--- src/sv/pmau_pkg.sv ---
`timescale 1ns / 1ps
// ----------------------------------------------------------------------------
// pmau_pkg: shared types and constants of the prime modular arithmetic unit
// Widths, the modulus, the Barrett constant and controller/datapath structs.
// ----------------------------------------------------------------------------
package pmau_pkg;

    localparam int RES_W    = 30;
    localparam int RAW_W    = 64;
    localparam int EXP_W    = 63;
    localparam int ACT_W    = 3;
    localparam int CHUNK_W  = 16;
    localparam int N_CHUNKS = RAW_W / CHUNK_W;
    localparam int CNT_W    = $clog2(EXP_W);
    localparam int PROD_W   = 2 * RES_W;
    localparam int QF_W     = 2 * RES_W + 2;
    localparam int RED_W    = RES_W + 2;
    localparam int MMV_W    = 4;

    localparam logic [RES_W-1:0] MODULUS    = 30'd1000000007;
    localparam logic [EXP_W-1:0] FERMAT_EXP = 63'd1000000005;
    localparam logic [RES_W-1:0] CHUNK_MUL  = RES_W'(64'd1 << CHUNK_W);

    // floor(2^60 / MODULUS), worked out at elaboration
    localparam logic [63:0]      MU_WIDE = 64'h1000_0000_0000_0000 / 64'd1000000007;
    localparam logic [RES_W:0]   MU      = MU_WIDE[RES_W:0];

    typedef enum logic [ACT_W-1:0] {
        ACT_REDUCE  = 3'd0,
        ACT_NEGATE  = 3'd1,
        ACT_ADD     = 3'd2,
        ACT_SUB     = 3'd3,
        ACT_MUL     = 3'd4,
        ACT_POW     = 3'd5,
        ACT_INVERSE = 3'd6,
        ACT_DIVIDE  = 3'd7
    } t_action;

    typedef enum logic [2:0] {
        MM_SQR      = 3'd0,
        MM_ACC_BASE = 3'd1,
        MM_A_B      = 3'd2,
        MM_A_ACC    = 3'd3,
        MM_CHUNK    = 3'd4
    } t_mm_sel;

    typedef enum logic [2:0] {
        RES_ACC = 3'd0,
        RES_RED = 3'd1,
        RES_NEG = 3'd2,
        RES_ADD = 3'd3,
        RES_SUB = 3'd4
    } t_res_sel;

    typedef struct packed {
        logic     load;
        logic     ld_acc_one;
        logic     ld_fermat;
        logic     ld_base_b;
        logic     mm_start;
        t_mm_sel  mm_sel;
        logic     exp_shift;
        logic     chunk_shift;
        logic     out_load;
        t_res_sel res_sel;
    } t_cmd;

    typedef struct packed {
        logic mm_done;
        logic mm_busy;
        logic exp_bit;
        logic out_free;
    } t_sts;

endpackage

--- src/sv/pmau_ctrl.sv ---
`timescale 1ns / 1ps
// ----------------------------------------------------------------------------
// pmau_ctrl: sequencer of the prime modular arithmetic unit
// Walks reduce chunks and exponent bits and issues multiplier operations.
// ----------------------------------------------------------------------------
module pmau_ctrl (
    input  logic                       i_clk,
    input  logic                       i_rst_n,
    input  logic                       i_valid,
    input  logic [pmau_pkg::ACT_W-1:0] i_action,
    output logic                       o_stall,
    output pmau_pkg::t_cmd             o_cmd,
    input  pmau_pkg::t_sts             i_sts
);

    typedef enum logic [9:0] {
        S_IDLE       = 10'b00_0000_0001,
        S_RED_ISSUE  = 10'b00_0000_0010,
        S_RED_WAIT   = 10'b00_0000_0100,
        S_SQR_ISSUE  = 10'b00_0000_1000,
        S_SQR_WAIT   = 10'b00_0001_0000,
        S_MULB_ISSUE = 10'b00_0010_0000,
        S_MULB_WAIT  = 10'b00_0100_0000,
        S_FIN_ISSUE  = 10'b00_1000_0000,
        S_FIN_WAIT   = 10'b01_0000_0000,
        S_OUT        = 10'b10_0000_0000
    } t_state;

    t_state                     r_state;
    t_state                     n_state;
    pmau_pkg::t_action          r_action;
    pmau_pkg::t_action          n_action;
    logic [pmau_pkg::CNT_W-1:0] r_cnt;
    logic [pmau_pkg::CNT_W-1:0] n_cnt;
    pmau_pkg::t_action          w_in_act;
    logic                       w_last_bit;

    assign w_in_act   = pmau_pkg::t_action'(i_action);
    assign w_last_bit = (r_cnt == pmau_pkg::CNT_W'(pmau_pkg::EXP_W - 1));

    always_comb begin
        n_state  = r_state;
        n_action = r_action;
        n_cnt    = r_cnt;
        o_cmd    = '0;
        o_cmd.mm_sel  = pmau_pkg::MM_SQR;
        o_cmd.res_sel = pmau_pkg::RES_ACC;

        case (r_state)
            S_IDLE: begin
                if (i_valid) begin
                    o_cmd.load       = 1'b1;
                    o_cmd.ld_acc_one = (w_in_act != pmau_pkg::ACT_REDUCE);
                    o_cmd.ld_fermat  = (w_in_act == pmau_pkg::ACT_INVERSE) ||
                                       (w_in_act == pmau_pkg::ACT_DIVIDE);
                    o_cmd.ld_base_b  = (w_in_act == pmau_pkg::ACT_DIVIDE);
                    n_action = w_in_act;
                    n_cnt    = '0;
                    case (w_in_act)
                        pmau_pkg::ACT_REDUCE:  n_state = S_RED_ISSUE;
                        pmau_pkg::ACT_MUL:     n_state = S_FIN_ISSUE;
                        pmau_pkg::ACT_POW,
                        pmau_pkg::ACT_INVERSE,
                        pmau_pkg::ACT_DIVIDE:  n_state = S_SQR_ISSUE;
                        default:               n_state = S_OUT;
                    endcase
                end
            end
            S_RED_ISSUE: begin
                o_cmd.mm_start = 1'b1;
                o_cmd.mm_sel   = pmau_pkg::MM_CHUNK;
                n_state        = S_RED_WAIT;
            end
            S_RED_WAIT: begin
                if (i_sts.mm_done) begin
                    o_cmd.chunk_shift = 1'b1;
                    if (r_cnt == pmau_pkg::CNT_W'(pmau_pkg::N_CHUNKS - 1)) begin
                        n_state = S_OUT;
                    end else begin
                        n_cnt   = r_cnt + 1'b1;
                        n_state = S_RED_ISSUE;
                    end
                end
            end
            S_SQR_ISSUE: begin
                o_cmd.mm_start = 1'b1;
                o_cmd.mm_sel   = pmau_pkg::MM_SQR;
                n_state        = S_SQR_WAIT;
            end
            S_SQR_WAIT, S_MULB_WAIT: begin
                if (i_sts.mm_done) begin
                    if (r_state == S_SQR_WAIT && i_sts.exp_bit) begin
                        n_state = S_MULB_ISSUE;
                    end else begin
                        // advance to the next exponent bit
                        o_cmd.exp_shift = 1'b1;
                        if (w_last_bit) begin
                            n_state = (r_action == pmau_pkg::ACT_DIVIDE) ? S_FIN_ISSUE
                                                                         : S_OUT;
                        end else begin
                            n_cnt   = r_cnt + 1'b1;
                            n_state = S_SQR_ISSUE;
                        end
                    end
                end
            end
            S_MULB_ISSUE: begin
                o_cmd.mm_start = 1'b1;
                o_cmd.mm_sel   = pmau_pkg::MM_ACC_BASE;
                n_state        = S_MULB_WAIT;
            end
            S_FIN_ISSUE: begin
                o_cmd.mm_start = 1'b1;
                o_cmd.mm_sel   = (r_action == pmau_pkg::ACT_DIVIDE) ? pmau_pkg::MM_A_ACC
                                                                    : pmau_pkg::MM_A_B;
                n_state        = S_FIN_WAIT;
            end
            S_FIN_WAIT: begin
                if (i_sts.mm_done) begin
                    n_state = S_OUT;
                end
            end
            S_OUT: begin
                case (r_action)
                    pmau_pkg::ACT_REDUCE: o_cmd.res_sel = pmau_pkg::RES_RED;
                    pmau_pkg::ACT_NEGATE: o_cmd.res_sel = pmau_pkg::RES_NEG;
                    pmau_pkg::ACT_ADD:    o_cmd.res_sel = pmau_pkg::RES_ADD;
                    pmau_pkg::ACT_SUB:    o_cmd.res_sel = pmau_pkg::RES_SUB;
                    default:              o_cmd.res_sel = pmau_pkg::RES_ACC;
                endcase
                // hold until the output register can take the item
                if (i_sts.out_free) begin
                    o_cmd.out_load = 1'b1;
                    n_state        = S_IDLE;
                end
            end
            default: begin
                n_state = S_IDLE;
            end
        endcase
    end

    always_ff @(posedge i_clk) begin
        if (!i_rst_n) begin
            r_state  <= S_IDLE;
            r_action <= pmau_pkg::ACT_REDUCE;
            r_cnt    <= '0;
        end else begin
            r_state  <= n_state;
            r_action <= n_action;
            r_cnt    <= n_cnt;
        end
    end

    assign o_stall = (r_state != S_IDLE);

endmodule

--- config.mk ---
export PLATFORM = sky130hd
export DESIGN_NAME = pmau_ctrl
export DESIGN_NICKNAME = d
export VERILOG_FILES = /design/src/sv/pmau_pkg.sv /design/src/sv/pmau_ctrl.sv
export SDC_FILE = /design/constraint.sdc
export NUM_CORES = 1
export LEC_CHECK = 0
export BUFFER_PORTS_ARGS = -buffer_cell sky130_fd_sc_hd__buf_2
export CORE_UTILIZATION = 30
export DETAILED_ROUTE_END_ITERATION = 6
export GPL_TIMING_DRIVEN = 1
export PLACE_DENSITY = 0.44
export SYNTH_ARGS = -nofsm -noshare
export SYNTH_HDL_FRONTEND = slang
export SYNTH_SLANG_ARGS = --single-unit
--- constraint.sdc ---
create_clock -name i_clk -period 3.3 [get_ports i_clk]
set_clock_uncertainty 0.1 [all_clocks]
set_input_delay 0.825 -clock i_clk [delete_from_list [all_inputs] [get_ports i_clk]]
set_output_delay 0.825 -clock i_clk [all_outputs]
set_load 0.03 [all_outputs]
# --- After elaboration in Yosys (flattened, before gate mapping) ---
# Index checks and enable logic that the tools add are counted.
totals:
  inputBits: 10
  elab_cells: 74
  register_bits: 19
classes:
  n_eq_ne: 29
  n_reduce_logical: 11
  n_addsub: 1
  n_mux: 30
ops:
  columns: ["op", "count"]
  rows:
  - ["10-bit two-way mux", 9]
  - ["10-bit one-hot mux with 9 select lines", 1]
  - ["6-bit two-way mux", 6]
  - ["10-bit one-hot mux with 3 select lines", 1]
  - ["6-bit one-hot mux with 3 select lines", 1]
  - ["2-bit inequality test, second input constant", 8]
  - ["4-bit one-hot mux with 4 select lines", 1]
  - ["3-bit equality test, second input constant", 5]
  - ["4-bit two-way mux", 3]
  - ["3-bit one-hot mux with 4 select lines", 1]
  - ["10-bit by 1-bit equality test with 1-bit output, second input constant", 1]
  - ["10-bit equality test, second input constant", 1]
  - ["10-bit by 2-bit equality test with 1-bit output, second input constant", 1]
  - ["10-bit by 3-bit equality test with 1-bit output, second input constant", 1]
  - ["10-bit by 4-bit equality test with 1-bit output, second input constant", 1]
  - ["10-bit by 5-bit equality test with 1-bit output, second input constant", 1]
  - ["10-bit by 6-bit equality test with 1-bit output, second input constant", 1]
  - ["10-bit by 7-bit equality test with 1-bit output, second input constant", 1]
  - ["10-bit by 8-bit equality test with 1-bit output, second input constant", 1]
  - ["10-bit by 9-bit equality test with 1-bit output, second input constant", 1]
  - ["10-bit by 1-bit inequality test with 1-bit output, second input constant", 1]
  - ["1-bit two-way mux", 7]
  - ["7-bit AND reduction", 1]
  - ["6-bit by 1-bit adder with 6-bit output, second input constant", 1]
  - ["other kinds (12)", 15]

# --- Logic depth before layout (Yosys ltp) ---
depth:
  word_depth: 6
  ltp_mapped: 8
  ltp_nobuf: 8

# --- Worst setup path before layout ---
# No wires, ideal clock.
synth_path:
  path_type: "register -> output"
  startpoint: "register r_state[4]"
  endpoint: "output o_cmd[10] in the netlist's numbering"
  slack_ns: 0.280
  t_required_ns: 2.375
  path_stages_with_launch: 7
  arrival_time_ns: 2.095
  n_path_buf: 1
  cell_sequence: "dfxtp_1 > buf_6 > nor4_4 > and2_2 > and3_1 > and3_1 > and2_1"
synth_rtl:
  columns: ["item", "line_no", "source"]
  rows:
  - ["start: declaration", "pmau_ctrl.sv:29", "t_state r_state;"]
  - ["start signal: assignment", "pmau_ctrl.sv:149", "r_state <= n_state;"]
  - ["end: declaration", "pmau_ctrl.sv:12", "output pmau_pkg::t_cmd o_cmd,"]

==> summary.md <==
| Metric | Value |
|---|---|
| #FFs+latches synth | `19` |
| Synth area leaders | `dfxtp_1 (27%), nor4_4 (4.6%), nand2_1 (4.1%)` |
| Buf/Inv on CP | `1` |
| CTS Buf Count | `3` |
| I/O Buffers | `23` |
| Vias/cell | `5.52` |
| Total wire length | `3790 microns` |
| CP top delay family | `simple AND/OR/NAND/NOR gates` |
| Final HPWL DP | `2920 microns` |
| Syn_area_per_cell | `8.35 sq um` |
| Most frequent cells after synthesis | `dfxtp_1 (19), nand2_1 (15), nor2_1 (13)` |
| Post-synth EDFFs | `0` |
| Die outline width | `70.0 microns` |
| Placer congestion estimate | `0.786` |
| Setup Fix Bufs, Post-CTS | `0` |
| CTS Hold Bufs | `0` |
| Post-route cell area | `1580 sq um` |
| Final hold vios | `0` |
| Actual slew at the worst max-slew pin | `0.432 ns` |
| Req. time, crit path | `2.37 ns` |
| Worst-path cell chain | `nor4_1, and2_2, and3_1, and3_1, and2_1, buf_2` |
| Vias in the first global route | `1310` |
| Syn_nets | `178` |
| Placement Rows | `24` |
| Area leader, netlist | `dfxtp_1` |
| Yosys top cell area share | `27.4%` |
| Ant. Diodes | `0` |
| Crit. End Element | `output port` |
| Hold Path Class | `reg2reg` |
| Top-count cell post-synth | `dfxtp_1` |
| Mapped cell area | `1390 sq um` |
| Fillers | `451` |
| Cell leakage power | `0.624 nW` |
| Vias | `1325` |
| P per Cell Area | `450 nW/um^2` |
| I/O Pins | `25` |
| Post_cts resized | `0` |
| Fin util | `35.9%` |
| Highest Clock Rate | `342 MHz` |
| Most frequent CP cell | `and3_1` |
| First-pass GRT wire length | `6310 microns` |
| Synthesized instance count | `166` |
| WP data arrival | `2.00 ns` |
| Drt first-iter violations | `51` |
| Pins Over Slew Limit | `0` |
| Avg WL per Cell | `15.8 microns` |
| Initial antenna violation count | `0` |
| Nets | `201` |
| Core region area | `4380 sq um` |
| Status | `finished, final reports clean` |
| # DRC | `0` |
| Endpoints failing setup | `0` |
| Crit-path slowest cell | `dfxtp_1` |
| Placed inst area | `1530 sq um` |
| Maximum vdd drop | `0.256 mV` |
| Clock tree buffer depth | `2` |
| RSZ-0062 raised after global routing | `no` |
| Area Growth Syn to Fin | `13.6%` |
| Initial core utilization | `31.6%` |
| Largest net degree at the start of global routing | `21` |
| Reg clk slew, reported paths | `0.08 ns` |
| Slew Limit Headroom | `71.0%` |
| Setup TNS | `0 ns` |
| Async SR Flop Fraction | `0%` |
| Min Clock Period, post-route | `2.92 ns` |
| TritonRoute pass-1 iters | `4` |
| Clk sinks | `19` |
| Crit share post-route | `88.5%` |
| Die Y | `70.0 microns` |
| Max cap viols | `0` |
| Clk Tree Root Cell | `clkbuf_8` |
| Worst-Skew Late Latency | `0.26 ns` |
| Overflow after GRT | `0` |
| Main synth FF type | `dfxtp_1` |
| Netlist cell types | `57` |
| Share of layout cells above drive strength 1 | `25.0%` |
| Die Footprint | `4900 sq um` |
| H-tree levels | `1` |
| Antenna-violating nets left | `0` |
| CP Launch Type | `register` |
| CTS tree | `done` |
| Synth warn | `0` |
| Slowest stage delay, CP | `0.38 ns` |
| Crit Path Max Fanout | `6` |
| Total Routing Usage GR | `16.1%` |
| Crit Path Category | `reg2out` |
| Seq/Total Area, Yosys | `27.4%` |
-- layout by cell type, fill, tap and decap left out, drive strengths merged, types with 2 or more instances in the layout --
master	synthesis	routed
o211ai	6	6
a31oi	4	4
o221ai	2	2
o311a	2	2
dfxtp	19	19
nand3	7	7
or3	5	5
nand2b	2	2
nor3	6	6
nand2	15	15
a21boi	4	4
o21ai	6	6
o31ai	3	3
nor2b	9	9
inv	5	5
nand4	2	2
clkbuf	3	4
o2111ai	2	2
and3	8	8
ha	2	2
a21oi	5	5
and2	6	6
mux2i	3	3
nor4	7	7
buf	3	24
or2b	2	2
nor2	13	13
-- kinds of logic after synthesis --
logic type                 synth area share, %
and+or+nand+nor                           40.3
AOI/OAI and AO/OA                         22.5
buffers and inverters                     4.51
DFF                                       27.4
xor gates and xnor gates                  1.26
adders and majority gates                 1.80
muxes                                     2.17
-- tightest hold or removal path: stages, from the launching register on --
cell      delay [ns]
dfxtp_1         0.35
nand2_1         0.07
a21boi_1        0.05
-- routing by layer --
metal	GRT usage (%)	wire (microns)	vias up
met5	0	0	-
met4	2.00	20	0
met2	27.6	1860	30
met3	3.90	151	2
li1	-	-	667
met1	21.0	1750	626
-- layout make-up --
type                    count  area, sq um  share of cell area (%)
clock buffers               4         45.0                    2.86
multi-input cells         136          943                    59.9
well taps                  52         65.1                    4.13
flip-flops and latches     19          380                    24.1
inverters                   5         18.8                    1.19
repair buffers             24          123                    7.78
-- where the power goes --
group / leakage, nW / switching (mW) / total [mW] / internal [mW]
Sequential: 0.154 / 0.0249 / 0.268 / 0.243
Combinational: 0.447 / 0.163 / 0.273 / 0.110
Clock: 0.0228 / 0.0817 / 0.168 / 0.0859
-- flip-flops by register name, summed over array words and instances (netlist names) --
signal,flops
r_cnt,6
r_action,3
r_state,10
-- path summary, 6_finish.rpt --
path | cells past startpoint | to | from | slack [ns]
hold / removal | 2 | r_cnt[1]$_SDFFE_PN0P_ | r_cnt[1]$_SDFFE_PN0P_ | 0.41
setup reg to reg | 6 | r_state[1]$_SDFFE_PN0P_ | r_state[7]$_SDFFE_PN0P_ | 0.94
hold reg to reg | 2 | r_cnt[1]$_SDFFE_PN0P_ | r_cnt[1]$_SDFFE_PN0P_ | 0.41
setup / recovery | 6 | o_cmd[10] | r_state[1]$_SDFFE_PN0P_ | 0.38
-- metrics by stage --
step	hold slack, ns	setup WS, ns	total power [mW]	std cells
3_3_place_gp	0.384	0.651	0.545	236
3_5_place_dp	0.386	0.651	0.546	236
5_1_grt	0.438	0.176	0.759	240
2_1_floorplan	0.359	0.280	0.483	166
4_1_cts	0.402	0.353	0.718	240
6_report	0.409	0.379	0.708	240
Note: power is estimated with default switching activity, not from simulation.
