==> src/sv/pmau_pkg.sv <==
`timescale 1ns / 1ps
// ----------------------------------------------------------------------------
// pmau_pkg: shared types and constants of the prime modular arithmetic unit
// Widths, the modulus, the Barrett constant and controller/datapath structs.
// ----------------------------------------------------------------------------
package pmau_pkg;

    localparam int RES_W    = 30;
    localparam int RAW_W    = 64;
    localparam int EXP_W    = 63;
    localparam int ACT_W    = 3;
    localparam int CHUNK_W  = 16;
    localparam int N_CHUNKS = RAW_W / CHUNK_W;
    localparam int CNT_W    = $clog2(EXP_W);
    localparam int PROD_W   = 2 * RES_W;
    localparam int QF_W     = 2 * RES_W + 2;
    localparam int RED_W    = RES_W + 2;
    localparam int MMV_W    = 4;

    localparam logic [RES_W-1:0] MODULUS    = 30'd1000000007;
    localparam logic [EXP_W-1:0] FERMAT_EXP = 63'd1000000005;
    localparam logic [RES_W-1:0] CHUNK_MUL  = RES_W'(64'd1 << CHUNK_W);

    // floor(2^60 / MODULUS), worked out at elaboration
    localparam logic [63:0]      MU_WIDE = 64'h1000_0000_0000_0000 / 64'd1000000007;
    localparam logic [RES_W:0]   MU      = MU_WIDE[RES_W:0];

    typedef enum logic [ACT_W-1:0] {
        ACT_REDUCE  = 3'd0,
        ACT_NEGATE  = 3'd1,
        ACT_ADD     = 3'd2,
        ACT_SUB     = 3'd3,
        ACT_MUL     = 3'd4,
        ACT_POW     = 3'd5,
        ACT_INVERSE = 3'd6,
        ACT_DIVIDE  = 3'd7
    } t_action;

    typedef enum logic [2:0] {
        MM_SQR      = 3'd0,
        MM_ACC_BASE = 3'd1,
        MM_A_B      = 3'd2,
        MM_A_ACC    = 3'd3,
        MM_CHUNK    = 3'd4
    } t_mm_sel;

    typedef enum logic [2:0] {
        RES_ACC = 3'd0,
        RES_RED = 3'd1,
        RES_NEG = 3'd2,
        RES_ADD = 3'd3,
        RES_SUB = 3'd4
    } t_res_sel;

    typedef struct packed {
        logic     load;
        logic     ld_acc_one;
        logic     ld_fermat;
        logic     ld_base_b;
        logic     mm_start;
        t_mm_sel  mm_sel;
        logic     exp_shift;
        logic     chunk_shift;
        logic     out_load;
        t_res_sel res_sel;
    } t_cmd;

    typedef struct packed {
        logic mm_done;
        logic mm_busy;
        logic exp_bit;
        logic out_free;
    } t_sts;

endpackage

==> src/sv/pmau_modmul.sv <==
`timescale 1ns / 1ps
// ----------------------------------------------------------------------------
// pmau_modmul: four-stage multiply-add and Barrett reduction
// Computes (x * y + z) mod MODULUS through the registers r_p, r_qf, r_r and r_res.
// ----------------------------------------------------------------------------
module pmau_modmul (
    input  logic                         i_clk,
    input  logic                         i_rst_n,
    input  logic                         i_start,
    input  logic [pmau_pkg::RES_W-1:0]   i_x,
    input  logic [pmau_pkg::RES_W-1:0]   i_y,
    input  logic [pmau_pkg::CHUNK_W-1:0] i_z,
    output logic                         o_done,
    output logic                         o_busy,
    output logic [pmau_pkg::RES_W-1:0]   o_res
);

    logic [pmau_pkg::MMV_W-1:0]  r_vld;
    logic [pmau_pkg::PROD_W-1:0] r_p;
    logic [pmau_pkg::RED_W-1:0]  r_p_lo;
    logic [pmau_pkg::QF_W-1:0]   r_qf;
    logic [pmau_pkg::RED_W-1:0]  r_r;
    logic [pmau_pkg::RES_W-1:0]  r_res;

    logic [pmau_pkg::PROD_W-1:0] n_p;
    logic [pmau_pkg::QF_W-1:0]   n_qf;
    logic [pmau_pkg::RES_W:0]    w_q;
    logic [pmau_pkg::QF_W-1:0]   w_qm;
    logic [pmau_pkg::RED_W-1:0]  n_r;
    logic [pmau_pkg::RED_W-1:0]  w_m;
    logic [pmau_pkg::RED_W-1:0]  w_r1;
    logic [pmau_pkg::RED_W-1:0]  w_r2;

    always_comb begin
        n_p  = pmau_pkg::PROD_W'(i_x) * pmau_pkg::PROD_W'(i_y)
             + pmau_pkg::PROD_W'(i_z);
        // estimate the quotient from the top bits of the product
        n_qf = pmau_pkg::QF_W'(r_p[pmau_pkg::PROD_W-1:pmau_pkg::RES_W-1])
             * pmau_pkg::QF_W'(pmau_pkg::MU);
        w_q  = r_qf[pmau_pkg::QF_W-1:pmau_pkg::RES_W+1];
        w_qm = pmau_pkg::QF_W'(w_q) * pmau_pkg::QF_W'(pmau_pkg::MODULUS);
        n_r  = r_p_lo - w_qm[pmau_pkg::RED_W-1:0];
        // the estimate is short by at most two
        w_m  = pmau_pkg::RED_W'(pmau_pkg::MODULUS);
        w_r1 = (r_r >= w_m) ? r_r - w_m : r_r;
        w_r2 = (w_r1 >= w_m) ? w_r1 - w_m : w_r1;
    end

    always_ff @(posedge i_clk) begin
        if (!i_rst_n) begin
            r_vld <= '0;
        end else begin
            r_vld <= {r_vld[pmau_pkg::MMV_W-2:0], i_start};
        end
    end

    always_ff @(posedge i_clk) begin
        r_p    <= n_p;
        r_p_lo <= r_p[pmau_pkg::RED_W-1:0];
        r_qf   <= n_qf;
        r_r    <= n_r;
        r_res  <= w_r2[pmau_pkg::RES_W-1:0];
    end

    assign o_done = r_vld[pmau_pkg::MMV_W-1];
    assign o_busy = |r_vld;
    assign o_res  = r_res;

endmodule

==> src/sv/pmau_datapath.sv <==
`timescale 1ns / 1ps
// ----------------------------------------------------------------------------
// pmau_datapath: operand registers, modular multiplier and result register
// Holds the reduced operands, accumulator, exponent and magnitude shifters.
// ----------------------------------------------------------------------------
module pmau_datapath (
    input  logic                          i_clk,
    input  logic                          i_rst_n,
    input  pmau_pkg::t_cmd                i_cmd,
    output pmau_pkg::t_sts                o_sts,
    input  logic signed [pmau_pkg::RAW_W-1:0] i_raw_value,
    input  logic [pmau_pkg::RES_W-1:0]    i_operand_a,
    input  logic [pmau_pkg::RES_W-1:0]    i_operand_b,
    input  logic [pmau_pkg::EXP_W-1:0]    i_exponent,
    input  logic                          i_stall,
    output logic                          o_valid,
    output logic [pmau_pkg::RES_W-1:0]    o_result_residue
);

    logic [pmau_pkg::RES_W-1:0] r_a;
    logic [pmau_pkg::RES_W-1:0] r_b;
    logic [pmau_pkg::RES_W-1:0] r_base;
    logic [pmau_pkg::RES_W-1:0] r_acc;
    logic [pmau_pkg::EXP_W-1:0] r_exp;
    logic [pmau_pkg::RAW_W-1:0] r_mag;
    logic                       r_neg;
    logic                       r_out_valid;
    logic [pmau_pkg::RES_W-1:0] r_out_res;

    logic [pmau_pkg::RES_W-1:0]   w_a_red;
    logic [pmau_pkg::RES_W-1:0]   w_b_red;
    logic [pmau_pkg::RAW_W-1:0]   w_mag;
    logic [pmau_pkg::RES_W-1:0]   w_x;
    logic [pmau_pkg::RES_W-1:0]   w_y;
    logic [pmau_pkg::CHUNK_W-1:0] w_z;
    logic                         w_mm_done;
    logic                         w_mm_busy;
    logic [pmau_pkg::RES_W-1:0]   w_mm_res;
    logic [pmau_pkg::RES_W:0]     w_sum;
    logic [pmau_pkg::RES_W:0]     w_dif;
    logic [pmau_pkg::RES_W-1:0]   n_out_res;

    function automatic logic [pmau_pkg::RES_W-1:0] mod_neg(
        input logic [pmau_pkg::RES_W-1:0] x
    );
        mod_neg = (x == '0) ? '0 : pmau_pkg::MODULUS - x;
    endfunction

    always_comb begin
        // operands are below 2^30, which is less than twice the modulus
        w_a_red = (i_operand_a >= pmau_pkg::MODULUS) ? i_operand_a - pmau_pkg::MODULUS
                                                     : i_operand_a;
        w_b_red = (i_operand_b >= pmau_pkg::MODULUS) ? i_operand_b - pmau_pkg::MODULUS
                                                     : i_operand_b;
        w_mag   = i_raw_value[pmau_pkg::RAW_W-1] ? (~i_raw_value) + 1'b1 : i_raw_value;
    end

    always_comb begin
        w_x = r_acc;
        w_y = r_acc;
        w_z = '0;
        case (i_cmd.mm_sel)
            pmau_pkg::MM_SQR: begin
                w_x = r_acc;
                w_y = r_acc;
            end
            pmau_pkg::MM_ACC_BASE: begin
                w_x = r_acc;
                w_y = r_base;
            end
            pmau_pkg::MM_A_B: begin
                w_x = r_a;
                w_y = r_b;
            end
            pmau_pkg::MM_A_ACC: begin
                w_x = r_a;
                w_y = r_acc;
            end
            pmau_pkg::MM_CHUNK: begin
                // shift the running residue by one chunk and add the next one
                w_x = r_acc;
                w_y = pmau_pkg::CHUNK_MUL;
                w_z = r_mag[pmau_pkg::RAW_W-1:pmau_pkg::RAW_W-pmau_pkg::CHUNK_W];
            end
            default: begin
                w_x = r_acc;
                w_y = r_acc;
            end
        endcase
    end

    pmau_modmul u_modmul (
        .i_clk   (i_clk),
        .i_rst_n (i_rst_n),
        .i_start (i_cmd.mm_start),
        .i_x     (w_x),
        .i_y     (w_y),
        .i_z     (w_z),
        .o_done  (w_mm_done),
        .o_busy  (w_mm_busy),
        .o_res   (w_mm_res)
    );

    always_comb begin
        w_sum = {1'b0, r_a} + {1'b0, r_b};
        w_dif = {1'b0, r_a} + {1'b0, pmau_pkg::MODULUS - r_b};
        case (i_cmd.res_sel)
            pmau_pkg::RES_ACC: n_out_res = r_acc;
            pmau_pkg::RES_RED: n_out_res = r_neg ? mod_neg(r_acc) : r_acc;
            pmau_pkg::RES_NEG: n_out_res = mod_neg(r_a);
            pmau_pkg::RES_ADD: begin
                n_out_res = (w_sum >= {1'b0, pmau_pkg::MODULUS})
                          ? pmau_pkg::RES_W'(w_sum - {1'b0, pmau_pkg::MODULUS})
                          : w_sum[pmau_pkg::RES_W-1:0];
            end
            pmau_pkg::RES_SUB: begin
                n_out_res = (w_dif >= {1'b0, pmau_pkg::MODULUS})
                          ? pmau_pkg::RES_W'(w_dif - {1'b0, pmau_pkg::MODULUS})
                          : w_dif[pmau_pkg::RES_W-1:0];
            end
            default: n_out_res = r_acc;
        endcase
    end

    always_ff @(posedge i_clk) begin
        if (i_cmd.load) begin
            r_a    <= w_a_red;
            r_b    <= w_b_red;
            r_base <= i_cmd.ld_base_b ? w_b_red : w_a_red;
            r_acc  <= i_cmd.ld_acc_one ? pmau_pkg::RES_W'(1) : '0;
            r_exp  <= i_cmd.ld_fermat ? pmau_pkg::FERMAT_EXP : i_exponent;
            r_mag  <= w_mag;
            r_neg  <= i_raw_value[pmau_pkg::RAW_W-1];
        end else begin
            if (w_mm_done) begin
                r_acc <= w_mm_res;
            end
            if (i_cmd.exp_shift) begin
                r_exp <= {r_exp[pmau_pkg::EXP_W-2:0], 1'b0};
            end
            if (i_cmd.chunk_shift) begin
                r_mag <= {r_mag[pmau_pkg::RAW_W-pmau_pkg::CHUNK_W-1:0],
                          {pmau_pkg::CHUNK_W{1'b0}}};
            end
        end
        if (i_cmd.out_load) begin
            r_out_res <= n_out_res;
        end
    end

    always_ff @(posedge i_clk) begin
        if (!i_rst_n) begin
            r_out_valid <= 1'b0;
        end else if (i_cmd.out_load) begin
            r_out_valid <= 1'b1;
        end else if (!i_stall) begin
            r_out_valid <= 1'b0;
        end
    end

    assign o_sts.mm_done  = w_mm_done;
    assign o_sts.mm_busy  = w_mm_busy;
    assign o_sts.exp_bit  = r_exp[pmau_pkg::EXP_W-1];
    assign o_sts.out_free = !r_out_valid || !i_stall;

    assign o_valid          = r_out_valid;
    assign o_result_residue = r_out_res;

endmodule

==> config.mk <==
export PLATFORM = sky130hd
export DESIGN_NAME = pmau_datapath
export DESIGN_NICKNAME = d
export VERILOG_FILES = /design/src/sv/pmau_pkg.sv /design/src/sv/pmau_modmul.sv /design/src/sv/pmau_datapath.sv
export SDC_FILE = /design/constraint.sdc
export NUM_CORES = 2
export LEC_CHECK = 0
export BUFFER_PORTS_ARGS = -buffer_cell sky130_fd_sc_hd__buf_2
export CAP_MARGIN = 25
export CORE_ASPECT_RATIO = 0.6
export CORE_MARGIN = 2
export CORE_UTILIZATION = 56
export DETAILED_ROUTE_END_ITERATION = 10
export PLACE_DENSITY = 0.73
export RECOVER_POWER = 100
export SKIP_LAST_GASP = 1
export SYNTH_ARGS = -nofsm -noshare
export SYNTH_HDL_FRONTEND = slang
export SYNTH_SLANG_ARGS = --single-unit
==> constraint.sdc <==
create_clock -name i_clk -period 26.7 [get_ports i_clk]
set_clock_uncertainty 0.2 [all_clocks]
set_input_delay 4.005 -clock i_clk [delete_from_list [all_inputs] [get_ports i_clk]]
set_output_delay 4.005 -clock i_clk [all_outputs]
set_load 0.005 [all_outputs]
=== Word level (Yosys, flattened, before mapping) ===
Index checks and enable logic that the tools add are counted.
Widths: inputs -> output; s select.

* Bits in registers: 496
* Input port bits: 204

* $add $sub $neg: 14
* Multiply operators: 3
* Order comparisons: 6
* Equal/unequal tests: 9
* Mux-type cells: 25
* Bitwise gates (word level): 1
* Reductions and logical operators: 10

{| class="wikitable"
|+ Operators by type and width
! kind !! count
|-
| $mux 30 || 12
|-
| $mux 64 || 3
|-
| $mux 63 || 3
|-
| $sub 30x30->30 const B || 5
|-
| $pmux 30 s4 || 1
|-
| $pmux 30 s3 || 1
|-
| $sub 30x30->30 const A || 3
|-
| $add 64x1->64 const B || 1
|-
| $ge 32x30->1 const B || 2
|-
| $not 64->64 || 1
|-
| $add 30x30->31 || 2
|-
| $ge 31x30->1 const B || 2
|-
| $add 60x16->60 || 1
|-
| $ge 30x30->1 const B || 2
|-
| $logic_not 30->1 || 2
|-
| $mul 30x30->60 || 1
|-
| $mul 31x28->59 const B || 1
|-
| $mul 31x30->32 const B || 1
|-
| $mux 32 || 1
|-
| $sub 32x30->32 const B || 1
|-
| $sub 32x32->32 || 1
|-
| $mux 16 || 1
|-
| $eq 3x2->1 const B || 4
|-
| $eq 3x1->1 const B || 2
|-
| other kinds (8) || 14
|}

=== Depth between registers and ports, before layout ===
* Word-level depth: 5
* Gate-level depth with buffers: 38

=== By module ===
Synthesis repeated with hierarchy kept, for this count alone.

* Cell total of the unflattened synthesis: 8,391
* Area, all modules: 78,962.0 um^2

{| class="wikitable"
|+ Modules (own cells, without submodules)
! module !! instances !! cells an instance !! area each (um^2) !! sequential area each (um^2)
|-
| pmau_modmul || 1 || 5,958 || 57,159.8 || 3,783.6
|-
| pmau_datapath || 1 || 2,433 || 21,802.2 || 8,368.0
|}

=== Worst setup path before layout ===
OpenSTA, ideal clock, no wires.

* Path kind: input-to-reg
* Start point: input i_cmd[8] (netlist name)
* End point: register u_modmul.r_p[58] (netlist name)
* Setup time: 0.106 ns
* Arrival time: 12.577 ns
* Path slack: 13.817 ns
* Stages: 29
* Path through: clkinv_1 -> nand2_1 -> clkbuf_1 -> clkbuf_1 -> mux2i_1 -> nor2_1 -> fa_1 -> fa_1 -> fa_1 -> inv_1 -> fa_1 -> inv_1 -> fa_1 -> inv_1 -> fa_1 -> inv_1 -> fa_1 -> fa_1 -> ha_1 -> and3_1 -> a311oi_1 -> a21oi_1 -> o31ai_1 -> a21oi_1 -> a21oi_1 -> o41ai_1 -> a211oi_1 -> o21ai_0 -> o311ai_0

* Word-level cells in the longest chain between the ends: 5
* Elaborated cells on any way between the ends: 10
* Classes of those cells: 1 x add/sub; 1 x mul; 4 x eq/ne; 3 x mux; 1 x reduce/logical

{| class="wikitable"
|+ Ends and longest elaborated chain
! what !! RTL line !! text
|-
| start, declared || pmau_datapath.sv:9 || <nowiki>input pmau_pkg::t_cmd i_cmd,</nowiki>
|-
| $eq 3x2->1 || pmau_datapath.sv:62 || <nowiki>case (i_cmd.mm_sel)</nowiki>
|-
| $reduce_or 2->1 (no line) || -- ||
|-
| $mux 30 || pmau_datapath.sv:62 ||
|-
| $mul 30x30->60 || pmau_modmul.sv:35 || <nowiki>n_p = pmau_pkg::PROD_W'(i_x) * pmau_pkg::PROD_W'(i_y)</nowiki>
|-
| $add 60x16->60 (*) || pmau_modmul.sv:36 || <nowiki>+ pmau_pkg::PROD_W'(i_z);</nowiki>
|-
| net u_modmul.n_p, one bit || pmau_modmul.sv:25 || <nowiki>logic [pmau_pkg::PROD_W-1:0] n_p;</nowiki>
|-
| end signal, assigned || pmau_modmul.sv:58 || <nowiki>r_p <= n_p;</nowiki>
|-
| end, declared || pmau_modmul.sv:19 || <nowiki>logic [pmau_pkg::PROD_W-1:0] r_p;</nowiki>
|}

Mark *: on every way through the listed nets, which the timed path passes. The rest lies on a longest branch.
A chain may end at the register's enable or synchronous reset.

=== Worst setup path in the final report ===
* Start point: input i_cmd[8] (netlist name)
* End point: register u_modmul.r_p[56] (netlist name)

The elaborated chain is that of the path after synthesis.

==> qor.txt <==
Outcome - finished, violations left
Failing checks - max-capacitance violations, max-slew violations
Clock latency on the worst-skew pair - 0.68 ns
Yosys warnings - 0
Share of the synthesized area in the top cell type - 32.6%
Die height - 294 um
DRT Pass-1 Iters - 6
TritonCTS clock tree - built
Worst Path Buf+Inv - 10
CTS Buffer Depth - 3
Fmax - 51.3 MHz
Crit path largest cell delay - 2.48 ns
Synthesized area - 78500 um2
H-Tree Depth - 2
Global placer's final weighted congestion - 1.03
CP required - 27.03 ns
Clock-pin slew on the worst setup and hold paths - 0.07 ns
RSZ-0062 raised after global routing - no
Asr flop ratio synth - 0%
Via density - 6.01
Inserted Clock Buffers - 49
Worst-margin pin slew - 8.28 ns
Share of cells above drive strength 1 - 6.39%
DP HPWL - 222000 um
Post_cts resized - 0
Initial DRC count - 7089
TNS Setup - 0 ns
Slew headroom - -452%
Final wirelength - 271000 um
Post-synthesis sequential area ratio - 15.5%
Tmin final - 19.50 ns
Initial Util - 56.4%
Wire per inst - 26.0 um
Gr ovfl total - 0
CP most frequent cell - fa_1
Critical path class - input pin to flip-flop
Largest net degree at the start of global routing - 167
Crit-path slowest cell - clkbuf_1
Hold/Removal Path Class - flip-flop to flip-flop
DR vias - 62700
Fin. max-slew vios - 708
CP Max Fanout - 47
Area leader, netlist - fa_1
MaxCap Viol Count - 11
Cell count after synthesis - 8460
First-pass GRT wire length - 405000 um
Hold-fix buffers, CTS - 0
Setup-failing EPs final - 0
Clk root buf - clkbuf_16
CP Data Arrival Time - 19.82 ns
Final nets - 10900
# rows - 106
CP endpoint kind - flip-flop
Final Cycle Share - 73.0%
Initial antenna violation count - 37
IO Port Bufs - 238
Setup Fix Bufs, Post-CTS - 0
IO Count - 239
Detail Route Antenna Nets - 0
Tot GR Track Use - 38.3%
DRC viols - 0
Placeable Area - 139000 um2
Top cells by area, synth - fa_1, ha_1, edfxtp_1
Die ar. - 143000 um2
Startpoint class of the critical path - input pin
Count leader, synth - inv_1
Synth Area per Inst - 9.28 um2
Synth Register Bits - 468
Commonest cells post-synth - inv_1, fa_1, ha_1
Number of enable flip-flop cells after synthesis - 278
Syn nets - 10800
Post-synth top flop - edfxtp_1
Layout area overhead - 6.14%
Vias in the first global route - 62600
Delay-heaviest family, CP - buffers and inverters
Number of hold-slack violations in the final timing report - 0
Sink Count - 468
Unique masters post-synth - 102
Die span in x - 487 um
[per-stage QoR]
step / instance area [um2] / util [%] / worst slack, ns / std cells / hold slack (ns)
floorplan: 78500 / - / 13.82 / 8460 / 0.110
global placement: 81700 / 58.7 / 11.41 / 10300 / 0.113
detailed placement: 81800 / 58.7 / 11.15 / 10300 / 0.112
CTS: 83500 / 59.9 / 11.83 / 10400 / 0.123
global route: 83300 / 59.8 / 6.60 / 10400 / 0.126
finish: 83300 / 59.8 / 7.20 / 10400 / 0.109
[placed cells by master, fill, tap and decap left out, types with 33 or more instances in the layout]
cell,Yosys,final
buf_2,13,203
buf_4,6,91
dfxtp_1,190,190
a31oi_1,36,36
clkbuf_16,0,52
nor2b_1,69,68
mux2i_1,35,34
nor3_1,99,102
o21ai_0,224,222
ha_1,869,869
xnor2_1,264,264
edfxtp_1,278,278
clkbuf_1,291,57
a21o_1,109,109
nor2_1,645,641
o221ai_1,45,35
and3_1,55,55
or3_1,41,41
and2_1,66,48
a21oi_1,294,294
o21a_1,49,49
nand2_1,854,853
fa_1,1277,1277
o22a_1,35,35
nand3_1,97,97
a211oi_1,33,33
mux2_2,59,56
o31ai_1,40,40
inv_1,1709,1709
nand2b_1,46,46
xor2_1,160,160
[path summary, 6_finish.rpt]
check	from	to	slack [ns]	depth (start not counted)
setup / recovery	i_cmd[8]	u_modmul.r_p[56]$_DFF_P_	7.20	32
hold / removal	u_modmul.r_p[2]$_DFF_P_	u_modmul.r_p_lo[2]$_DFF_P_	0.11	0
setup reg to reg	r_acc[4]$_SDFFCE_PP0P_	u_modmul.r_p[56]$_DFF_P_	15.29	29
hold reg to reg	u_modmul.r_p[2]$_DFF_P_	u_modmul.r_p_lo[2]$_DFF_P_	0.11	0
[logic make-up after synthesis]
group,Yosys count,synth area share (%)
mux,95,1.31
xor+xnor,424,4.73
flops,468,15.5
compound gates,1157,10.0
buf+inv,2032,9.81
fa+ha+maj,2147,46.4
simple gates,2137,12.2
[flip-flops by register name, indices dropped and copies added, names as in the netlist, 31 cells and up]
register / flops
u_modmul.r_p: 60
u_modmul.r_p_lo: 32
r_exp: 63
u_modmul.r_r: 32
r_mag: 64
u_modmul.r_qf: 31
[metal layers]
layer | vias to the layer above | global-route usage [%] | share of wire, %
li1 | 27300 | - | -
met1 | 31100 | 58.0 | 44
met2 | 3838 | 50.3 | 38
met3 | 460 | 15.6 | 16
met4 | 26 | 8.70 | 2.7
met5 | - | 0.809 | 0.15
[area by class of cell]
| type | count | area [um2] |
|---|---|---|
| multi-input combinational | 5960 | 58800 |
| clock buffer | 65 | 1410 |
| clock inverter | 26 | 240 |
| antenna | 20 | 50.0 |
| fill | 12100 | 55900 |
| timing repair buffer | 352 | 1990 |
| tap | 1836 | 2300 |
| sequential | 468 | 12200 |
| inverter | 1711 | 6420 |
[worst reg2reg max path: cells and delay by family (launching register included)]
kind            cells  cell delay (ns)
compound gates     11             4.72
fa+ha+maj           9             4.27
buf+inv             7             0.90
flops               1             0.80
simple gates        2             0.41
Power is left out: the tool's default activity adds up to more than one toggle a clock period on the data nets, which glitch-free logic cannot reach.
